### src/rtl/pxalu_pkg.sv
package pxalu_pkg;

    localparam int FieldW = 17;
    localparam int RawW   = 35;
    localparam int NumW   = 20;
    localparam int DenW   = 19;
    localparam int DivStages = 5;
    localparam int BitsPerStage = NumW / DivStages;

    typedef enum logic [2:0] {
        ACT_ADD = 3'd0,
        ACT_SUB = 3'd1,
        ACT_MUL = 3'd2,
        ACT_DIV = 3'd3,
        ACT_ABS = 3'd4,
        ACT_CMP = 3'd5
    } action_t;

    typedef enum logic [1:0] {
        CLS_U8  = 2'd0,
        CLS_U16 = 2'd1,
        CLS_I16 = 2'd2,
        CLS_LOG = 2'd3
    } pclass_t;

    localparam logic [2:0] REG_PIXEL_CLASS = 3'd0;

    typedef struct packed {
        logic                   valid;
        logic [2:0]             action;
        logic [1:0]             cls;
        logic signed [RawW-1:0] raw;
        logic                   neg;
        logic                   xpos;
        logic                   xneg;
        logic                   yzero;
    } side_t;

    typedef struct packed {
        logic [NumW-1:0] n;
        logic [DenW-1:0] d;
        logic [NumW-1:0] r;
        logic [NumW-1:0] q;
    } div_t;

    function automatic logic signed [FieldW-1:0] saturate(
        input logic signed [RawW-1:0] v, input logic [1:0] cls);
        logic signed [RawW-1:0] lo;
        logic signed [RawW-1:0] hi;
        logic signed [RawW-1:0] c;
        begin
            case (cls)
                CLS_U8:  begin lo = '0; hi = RawW'(255); end
                CLS_U16: begin lo = '0; hi = RawW'(65535); end
                CLS_I16: begin lo = -RawW'(32768); hi = RawW'(32767); end
                default: begin lo = '0; hi = RawW'(255); end
            endcase
            c = v;
            if (c < lo) c = lo;
            if (c > hi) c = hi;
            if (cls == CLS_LOG) c = (c != '0) ? RawW'(1) : '0;
            saturate = c[FieldW-1:0];
        end
    endfunction

    function automatic logic signed [RawW-1:0] class_top(input logic [1:0] cls);
        begin
            case (cls)
                CLS_U8:  class_top = RawW'(255);
                CLS_U16: class_top = RawW'(65535);
                CLS_I16: class_top = RawW'(32767);
                default: class_top = RawW'(1);
            endcase
        end
    endfunction

endpackage

### src/rtl/pxalu_div_stage.sv
module pxalu_div_stage (
    input  logic               clk,
    input  logic               rst_n,
    input  logic               en,
    input  pxalu_pkg::side_t   side_in,
    input  pxalu_pkg::div_t    div_in,
    output pxalu_pkg::side_t   side_out,
    output pxalu_pkg::div_t    div_out
);
    import pxalu_pkg::*;

    div_t  div_next;
    side_t side_reg;
    div_t  div_reg;

    // restoring steps, one quotient bit each
    always_comb
    begin
        div_next = div_in;
        for (int i = 0; i < BitsPerStage; i++)
        begin
            div_next.r = {div_next.r[NumW-2:0], div_next.n[NumW-1]};
            div_next.n = {div_next.n[NumW-2:0], 1'b0};
            if (div_next.r >= NumW'(div_next.d))
            begin
                div_next.r = div_next.r - NumW'(div_next.d);
                div_next.q = {div_next.q[NumW-2:0], 1'b1};
            end
            else
            begin
                div_next.q = {div_next.q[NumW-2:0], 1'b0};
            end
        end
    end

    always_ff @(posedge clk or negedge rst_n)
    begin
        if (!rst_n)
        begin
            side_reg <= '0;
            div_reg  <= '0;
        end
        else if (en)
        begin
            side_reg <= side_in;
            div_reg  <= div_next;
        end
    end

    assign side_out = side_reg;
    assign div_out  = div_reg;

endmodule

### src/rtl/saturating_pixel_alu.sv
// Saturating pixel ALU: takes one item per clock (action, x, y) and returns the
// result saturated to pixel_class through seven register stages. The stages are
// one operand stage (add, subtract, absolute difference, compare, magnitudes and
// the 17x17 multiply), five stages of the restoring divider at four quotient bits
// each, and the saturating output register. The whole pipe holds when a waiting
// result is not taken; pixel_class should be written only when idle.
module saturating_pixel_alu (
    input  logic        clk,
    input  logic        rst_n,
    input  logic        psel,
    input  logic        penable,
    input  logic        pwrite,
    input  logic [2:0]  paddr,
    input  logic [31:0] pwdata,
    output logic [31:0] prdata,
    output logic        pready,
    input  logic        s_tvalid,
    output logic        s_tready,
    input  logic [39:0] s_tdata,   // action[2:0], x_value[19:3], y_value[36:20]
    output logic        m_tvalid,
    input  logic        m_tready,
    output logic [23:0] m_tdata    // result_value[16:0]
);
    import pxalu_pkg::*;

    logic [1:0] cls_reg;
    logic       en;

    logic [2:0]               act_in;
    logic signed [FieldW-1:0] x_in;
    logic signed [FieldW-1:0] y_in;
    logic [FieldW-1:0]        ma;
    logic [FieldW-1:0]        mb;

    side_t side_next;
    div_t  div_next;
    side_t side_reg;
    div_t  div_reg;
    side_t side_pipe [DivStages+1];
    div_t  div_pipe  [DivStages+1];

    logic signed [RawW-1:0]   val;
    logic signed [FieldW-1:0] res_next;
    logic                     out_valid_reg;
    logic signed [FieldW-1:0] res_reg;

    assign pready = 1'b1;
    assign prdata = {30'd0, cls_reg};

    always_ff @(posedge clk or negedge rst_n)
    begin
        if (!rst_n)
        begin
            cls_reg <= CLS_U8;
        end
        else if (psel && penable && pwrite && paddr == REG_PIXEL_CLASS)
        begin
            cls_reg <= pwdata[1:0];
        end
    end

    assign en       = !out_valid_reg || m_tready;
    assign s_tready = en;

    assign act_in = s_tdata[2:0];
    assign x_in   = s_tdata[19:3];
    assign y_in   = s_tdata[36:20];
    assign ma     = x_in[FieldW-1] ? FieldW'(-x_in) : FieldW'(x_in);
    assign mb     = y_in[FieldW-1] ? FieldW'(-y_in) : FieldW'(y_in);

    always_comb
    begin
        side_next.valid  = s_tvalid;
        side_next.action = act_in;
        side_next.cls    = cls_reg;
        side_next.neg    = x_in[FieldW-1] != y_in[FieldW-1];
        side_next.xpos   = !x_in[FieldW-1] && x_in != '0;
        side_next.xneg   = x_in[FieldW-1];
        side_next.yzero  = y_in == '0;
        case (act_in)
            ACT_ADD: side_next.raw = RawW'(x_in) + RawW'(y_in);
            ACT_SUB: side_next.raw = RawW'(x_in) - RawW'(y_in);
            ACT_MUL: side_next.raw = RawW'(x_in * y_in);
            ACT_ABS: side_next.raw = (x_in >= y_in) ? RawW'(x_in) - RawW'(y_in)
                                                    : RawW'(y_in) - RawW'(x_in);
            ACT_CMP: side_next.raw = class_top(cls_reg) - RawW'(x_in);
            default: side_next.raw = '0;
        endcase
        div_next.n = NumW'({ma, 1'b0}) + NumW'(mb);
        div_next.d = DenW'({mb, 1'b0});
        div_next.r = '0;
        div_next.q = '0;
    end

    always_ff @(posedge clk or negedge rst_n)
    begin
        if (!rst_n)
        begin
            side_reg <= '0;
            div_reg  <= '0;
        end
        else if (en)
        begin
            side_reg <= side_next;
            div_reg  <= div_next;
        end
    end

    assign side_pipe[0] = side_reg;
    assign div_pipe[0]  = div_reg;

    for (genvar g = 0; g < DivStages; g++)
    begin : g_div
        pxalu_div_stage u_stage (
            .clk      (clk),
            .rst_n    (rst_n),
            .en       (en),
            .side_in  (side_pipe[g]),
            .div_in   (div_pipe[g]),
            .side_out (side_pipe[g+1]),
            .div_out  (div_pipe[g+1])
        );
    end

    always_comb
    begin
        val = side_pipe[DivStages].raw;
        if (side_pipe[DivStages].action == ACT_DIV)
        begin
            if (side_pipe[DivStages].yzero)
            begin
                if (side_pipe[DivStages].xpos)
                    val = RawW'(1) <<< 20;
                else if (side_pipe[DivStages].xneg)
                    val = -(RawW'(1) <<< 20);
                else
                    val = '0;
            end
            else if (side_pipe[DivStages].neg)
            begin
                val = -RawW'(div_pipe[DivStages].q);
            end
            else
            begin
                val = RawW'(div_pipe[DivStages].q);
            end
        end
        // unused codes already carry zero, which saturates to zero
        res_next = saturate(val, side_pipe[DivStages].cls);
    end

    always_ff @(posedge clk or negedge rst_n)
    begin
        if (!rst_n)
        begin
            out_valid_reg <= 1'b0;
        end
        else if (en)
        begin
            out_valid_reg <= side_pipe[DivStages].valid;
        end
    end

    always_ff @(posedge clk)
    begin
        if (en)
        begin
            res_reg <= res_next;
        end
    end

    assign m_tvalid = out_valid_reg;
    assign m_tdata  = {7'd0, res_reg};

    a_ready_when_empty: assert property (@(posedge clk) disable iff (!rst_n)
        !m_tvalid |-> s_tready)
        else $error("input stalled with empty output");

    a_logical_range: assert property (@(posedge clk) disable iff (!rst_n)
        (m_tvalid && cls_reg == CLS_LOG) |-> (res_reg == 17'sd0 || res_reg == 17'sd1))
        else $error("logical result not 0 or 1");

    a_u8_range: assert property (@(posedge clk) disable iff (!rst_n)
        (m_tvalid && cls_reg == CLS_U8) |-> (!res_reg[16] && res_reg[15:8] == 8'd0))
        else $error("uint8 result out of range");

endmodule
### config.mk
export PLATFORM = sky130hd
export DESIGN_NAME = saturating_pixel_alu
export DESIGN_NICKNAME = d
export VERILOG_FILES = /design/src/rtl/pxalu_pkg.sv /design/src/rtl/pxalu_div_stage.sv /design/src/rtl/saturating_pixel_alu.sv
export SDC_FILE = /design/constraint.sdc
export NUM_CORES = 2
export LEC_CHECK = 0
export ABC_AREA = 1
export BUFFER_PORTS_ARGS = -buffer_cell sky130_fd_sc_hd__buf_2
export CAP_MARGIN = 0
export CORE_MARGIN = 3
export CORE_UTILIZATION = 40
export DETAILED_ROUTE_END_ITERATION = 7
export PLACE_DENSITY = 0.52
export SYNTH_ARGS = -nofsm -noshare
export SYNTH_HDL_FRONTEND = slang
export SYNTH_SLANG_ARGS = --single-unit
### constraint.sdc
create_clock -name clk -period 10.8 [get_ports clk]
set_input_delay 0 -clock clk [delete_from_list [all_inputs] [get_ports clk]]
set_output_delay 0 -clock clk [all_outputs]
set_load 0.01 [all_outputs]
# Word-level counts from Yosys, hierarchy flattened
# Index checks and enable logic that the tools add are counted.
[totals]
in_bits = 82
output_inout_bits = 59
wordCells = 201
register_bits = 571
[op_classes]
reduce_logical = 13
n_addsub = 27
n_mul = 1
mux = 56
eq_ne = 11
order_cmp = 23
[ops]
columns = ["cell", "n"]
rows = [
  ["$ge 20x18->1", 19],
  ["$mux 19", 19],
  ["$mux 35", 10],
  ["$sub 19x18->19", 18],
  ["$pmux 35 s5", 1],
  ["$mux 17", 3],
  ["$pmux 16 s3", 1],
  ["$sub 17x17->18", 2],
  ["$gt 35x35->1", 1],
  ["$lt 35x35->1", 1],
  ["$neg 20->35", 1],
  ["$reduce_bool 35->1", 1],
  ["$sub 35x17->35", 1],
  ["$mul 17x17->34", 1],
  ["$neg 17->17", 2],
  ["$pmux 16 s2", 1],
  ["$mux 1", 21],
  ["$add 18x17->19", 1],
  ["$sub 1x18->19", 1],
  ["$add 17x17->18", 1],
  ["$ge 1x18->1", 1],
  ["$ge 17x17->1", 1],
  ["$logic_not 17->1", 1],
  ["$reduce_bool 17->1", 1],
  ["other kinds (11)", 21],
]

# Longest topological paths before layout
[logic_depth]
ltp_word = 11
depth_mapped = 73
mapped_depth_nobuf = 71

# Hierarchy
# A second synthesis with hierarchy kept.
[unflattened]
cells_unflattened = 9787
area_unflattened_um2 = 69247.7
[modules_own_cells]
columns = ["mod", "seq_area_each_um2", "n_inst", "area_per_inst_um2", "cells_each"]
rows = [
  ["pxalu_div_stage (g_div[2].u_stage ...)", 3002.9, 3, 9481.6, 1374],
  ["saturating_pixel_alu", 2587.5, 1, 21996.1, 2941],
  ["pxalu_div_stage (g_div[1].u_stage)", 3002.9, 1, 9417.8, 1352],
  ["pxalu_div_stage (g_div[0].u_stage)", 3002.9, 1, 9389.0, 1372],
]

# Worst setup path after synthesis
# Ideal clock, no wire load.
[synth_path]
path_type = "register to register"
start = "reg g_div[0].u_stage.div_reg (netlist bit g_div[0].u_stage.div_out[42])"
end = "reg g_div[1].u_stage.div_reg (netlist bit g_div[1].u_stage.div_out[23])"
path_stages_with_launch = 69
t_required_ps = 10731
slack_ps = 1224
setup_time_ps = 69
n_path_buf = 6
period_less_slack_ps = 9576
arrival_time_ps = 9508
cell_sequence = "dfrtp_1 -> inv_1 -> ha_1 -> nand3_1 -> nand2_1 -> a21oi_1 -> o21bai_2 -> a21boi_2 -> o21ai_2 -> nand2_1 -> nand2_1 -> nand2_1 -> nand2_2 -> buf_2 -> clkbuf_1 -> nor2_1 -> a21oi_1 -> ha_1 -> (+33 left out) -> or2_2 -> and3_1 -> o21ai_0 -> nand3_1 -> nand2_1 -> nand3_1 -> nand2_1 -> inv_1 -> o21ai_0 -> inv_1 -> nand2_1 -> a21oi_1 -> o21ai_1 -> nor2_4 -> nand2_4 -> buf_6 -> nand3_1 -> nand3_1"
[synth_between]
elab_chain_cells = 8
word_cells_on_any_way = 12
cone_classes = "4 x add/sub; 4 x order compare; 4 x mux"
[synth_rtl]
columns = ["element", "line_no", "text"]
rows = [
  ["from (decl)", "pxalu_div_stage.sv:14", "div_t div_reg;"],
  ["from (signal assigned)", "pxalu_div_stage.sv:46", "div_reg <= div_next;"],
  ["$sub 19x18->19 / $ge 20x18->1 (equally long branches)", "pxalu_div_stage.sv:26, pxalu_div_stage.sv:24", ""],
  ["$mux 19", "pxalu_div_stage.sv:24", "if (div_next.r >= NumW'(div_next.d))"],
  ["$sub 19x18->19 / $ge 20x18->1 (equally long branches)", "pxalu_div_stage.sv:26, pxalu_div_stage.sv:24", ""],
  ["$mux 19", "pxalu_div_stage.sv:24", ""],
  ["$ge 20x18->1 / $sub 19x18->19 (equally long branches)", "pxalu_div_stage.sv:24, pxalu_div_stage.sv:26", ""],
  ["$mux 19", "pxalu_div_stage.sv:24", ""],
  ["$sub 19x18->19 / $ge 20x18->1 (equally long branches)", "pxalu_div_stage.sv:26, pxalu_div_stage.sv:24", ""],
  ["$mux 19 (*)", "pxalu_div_stage.sv:24", ""],
  ["to (signal assigned)", "pxalu_div_stage.sv:46", ""],
  ["to (decl)", "pxalu_div_stage.sv:14", ""],
]
# Mark *: on every way between the ends. The rest lies on a longest branch, timed or not.
# A chain may end at the register's enable or synchronous reset.

# Final worst setup path
[layout_path]
start = "reg div_reg (netlist bit div_pipe[437])"
end = "reg g_div[0].u_stage.div_reg (netlist bit g_div[0].u_stage.div_out[35])"
[layout_between]
elab_chain_cells = 8
word_cells_on_any_way = 12
cone_classes = "4 x add/sub; 4 x order compare; 4 x mux"
[layout_rtl]
columns = ["element", "line_no", "text"]
rows = [
  ["from (decl)", "saturating_pixel_alu.sv:38", "div_t div_reg;"],
  ["from (signal assigned)", "saturating_pixel_alu.sv:105", "div_reg <= div_next;"],
  ["$sub 1x18->19 / $ge 1x18->1 (equally long branches)", "pxalu_div_stage.sv:26, pxalu_div_stage.sv:24", ""],
  ["$mux 19", "pxalu_div_stage.sv:24", ""],
  ["$sub 19x18->19 / $ge 20x18->1 (equally long branches)", "pxalu_div_stage.sv:26, pxalu_div_stage.sv:24", ""],
  ["$mux 19", "pxalu_div_stage.sv:24", ""],
  ["$sub 19x18->19 / $ge 20x18->1 (equally long branches)", "pxalu_div_stage.sv:26, pxalu_div_stage.sv:24", ""],
  ["$mux 19", "pxalu_div_stage.sv:24", ""],
  ["$sub 19x18->19 / $ge 20x18->1 (equally long branches)", "pxalu_div_stage.sv:26, pxalu_div_stage.sv:24", ""],
  ["$mux 19 (*)", "pxalu_div_stage.sv:24", ""],
]
# Marked as above.

==> results.toml <==
[drt]
routed_wl_um = 173000
viasPerCell = 5.14
wl_per_cell_um = 18.0
ant_nets = 0
drt_first_pass_iters = 6
drc = 0
drt_iter0_markers = 3520
via_count = 49600

[yosys]
syn_area_um2 = 56400
yosys_register_bits = 565
syn_avg_cell_area_um2 = 7.28
netlist_instances = 7741
seq_area_frac_synth = 0.252
yosysWarnings = 0
ys_types = 73
synthFlopType = "dfrtp_1"
synthArstFlopShare = 0.970
synth-edff-count = 17

[placement]
dp_hpwl_um = 133000
place_ws_ns = 0.131
port_buffers = 69
gp_congestion = 0.927

[grt]
grt_pass1_vias = 48800
use_met3 = 0.0359
antenna_found_initial = 9
use_met2 = 0.384
grt_pass1_wl_um = 274000
grt.busiest_layer = "met2"
gr-usage-met1 = 0.324
grt_overflow_total = 0
grt_max_degree = 217
grt.total_usage = 0.236

[cts]
htreeDepth = 3
numCtsBuffers = 70
cts_sinks = 565
clockBufferDepth = 3
root_buffer = "clkbuf_16"
clkTransAtPathRegs_ns = 0.06
clkLatencyLatePin_ns = 0.66
cts_tree = "yes"

[setup_path]
r2r-start = "div_pipe[437]$_DFFE_PN0P_"
worst_ep_arrival_time_ns = 10.37
worst_path_max_delay_cell = "dfrtp_1"
required_ns = 11.32
crit_top_cell = "nand2_1"
crit_fanout = 20
crit_path_start = "div_pipe[437]$_DFFE_PN0P_"
r2r_cells = 63
endpoint_kind = "register"
cpPeakStageDelay_ns = 0.44
cp-start-kind = "register"
crit_type = "reg2reg"
r2r_slack_ns = 0.95

[cells_and_area]
nFillCells = 14500
post-route-util = 0.438
final-seq-area_um2 = 14200
finalNetCount = 8635
area_delta_synth_final_pct = 8.55
multiInputGateArea_um2 = 37000
largest_reg_flops = 240
drive_above_1_share = 0.0520

[sta]
slew_headroom = 0.281
finalHoldViolCount = 0
whs_ns = 0.0447
worst_pin_slew_ns = 1.08
setup_ws_ns = 0.950
skew_ns = 0.0350
slew_violations = 0
setup_tns_ns = 0
fin_crit_sh = 0.912
fmax_mhz = 102
setup_violations = 0
min_period_ns = 9.85

[floorplanning]
start_util = 0.404
io_pins = 141
rows = 137
die_x_um = 381
die_area_um2 = 145000
die_height_um = 381
coreArea_um2 = 140000

[min_path]
hp-class = "in2async"

[run_status]
status = "finished, final reports clean"

[flow_run]
drv_cap = 0
-- cell type report --
| cell class | instances | area share |
|---|---|---|
| Timing Repair inverter | 1 | 0.000123 |
| Timing Repair Buffer | 176 | 0.0204 |
| Inverter | 1087 | 0.0670 |
| Antenna cell | 6 | 0.000245 |
| Clock inverter | 22 | 0.00403 |
| Tap cell | 1876 | 0.0384 |
| Clock buffer | 100 | 0.0331 |
| Sequential cell | 565 | 0.232 |
| Multi-Input combinational cell | 5805 | 0.604 |
-- stage by stage --
stage	area, um2	instances
2_1_floorplan	56500	7777
5_1_grt	61200	9636
4_1_cts	60900	9624
3_3_place_gp	58500	9491
3_5_place_dp	58500	9491
6_report	61200	9638
-- path summary, 6_finish.rpt --
check                                                                  to
worst max-delay path             g_div[0].u_stage.div_out[35]$_DFFE_PN0P_
worst min-delay path            g_div[3].u_stage.side_out[31]$_DFFE_PN0P_
worst max register to register   g_div[0].u_stage.div_out[35]$_DFFE_PN0P_
worst min register to register  g_div[1].u_stage.side_out[42]$_DFFE_PN0P_
max in group asynchronous        g_div[3].u_stage.div_out[38]$_DFFE_PN0P_
min in group clk                                 res_reg[1]$_SDFFCE_PN0P_
-- what timing repair did --
action / CTS / global route
endpoints found under the hold margin: 121 / 0
resized for setup: 0 / 68
setup endpoints to repair: 0 / 77
hold buffers: 11 / 0
setup buffers: 0 / 6
-- critical path, delay by kind of cell (launching register included) --
family	cells	cell delay (ns)
AO/OA/AOI/OAI	23	3.80
buffers and inverters	12	1.34
flip-flops	1	0.44
adder cells (fa/ha/maj)	5	1.29
AND/OR/NAND/NOR	23	2.80
-- cells by family after synthesis --
logic type / after synthesis / synth area share
other: 2 / 0.000133
and+or+nand+nor: 3134 / 0.227
xor gates and xnor gates: 322 / 0.0500
AOI/OAI and AO/OA: 1459 / 0.141
DFF: 565 / 0.252
adders and majority gates: 847 / 0.230
muxes: 4 / 0.000755
buffers and inverters: 1408 / 0.0979
-- metal layers --
| layer | part of all wire | routed length, um | vias up |
|---|---|---|---|
| li1 | - | - | 24800 |
| met1 | 0.47 | 80500 | 23500 |
| met2 | 0.46 | 79000 | 1041 |
| met3 | 0.050 | 8620 | 237 |
| met4 | 0.029 | 4990 | 0 |
| met5 | 0 | 0 | - |
-- Yosys cell counts, drive strengths merged (22+ instances only) --
cell | number | share of area
ha | 529 | 0.12
xor2 | 224 | 0.035
o21ai | 672 | 0.060
o31ai | 22 | 0.0029
a31oi | 30 | 0.0033
xnor2 | 98 | 0.015
fa | 318 | 0.11
buf | 102 | 0.011
o211ai | 26 | 0.0035
dfrtp | 548 | 0.24
a21boi | 25 | 0.0036
nand2 | 2284 | 0.15
or2 | 31 | 0.0035
nand4 | 73 | 0.0082
nor2 | 339 | 0.024
nand3 | 287 | 0.026
a21oi | 546 | 0.048
clkbuf | 219 | 0.015
inv | 1081 | 0.072
nor3 | 70 | 0.0062
o21bai | 27 | 0.0038
nor4 | 26 | 0.0029
-- placed cells by master (no fill, tap or decap), types with 23 or more instances in the layout --
cell / count
buf_2: 68
o211ai_1: 26
o21bai_1: 24
o21ai_1: 59
nor4_1: 23
nor2_1: 328
dfrtp_1: 548
conb_1: 38
buf_4: 91
xor2_1: 224
nand2_1: 2263
nand4_1: 72
a31oi_1: 29
xnor2_1: 98
a21oi_1: 540
or2_2: 27
ha_1: 528
nor3_1: 66
clkbuf_16: 70
nand3_1: 282
fa_1: 318
o21ai_0: 603
inv_1: 1068
Power is left out: the tool's default activity adds up to more than one toggle a clock period on the data nets, which glitch-free logic cannot reach.
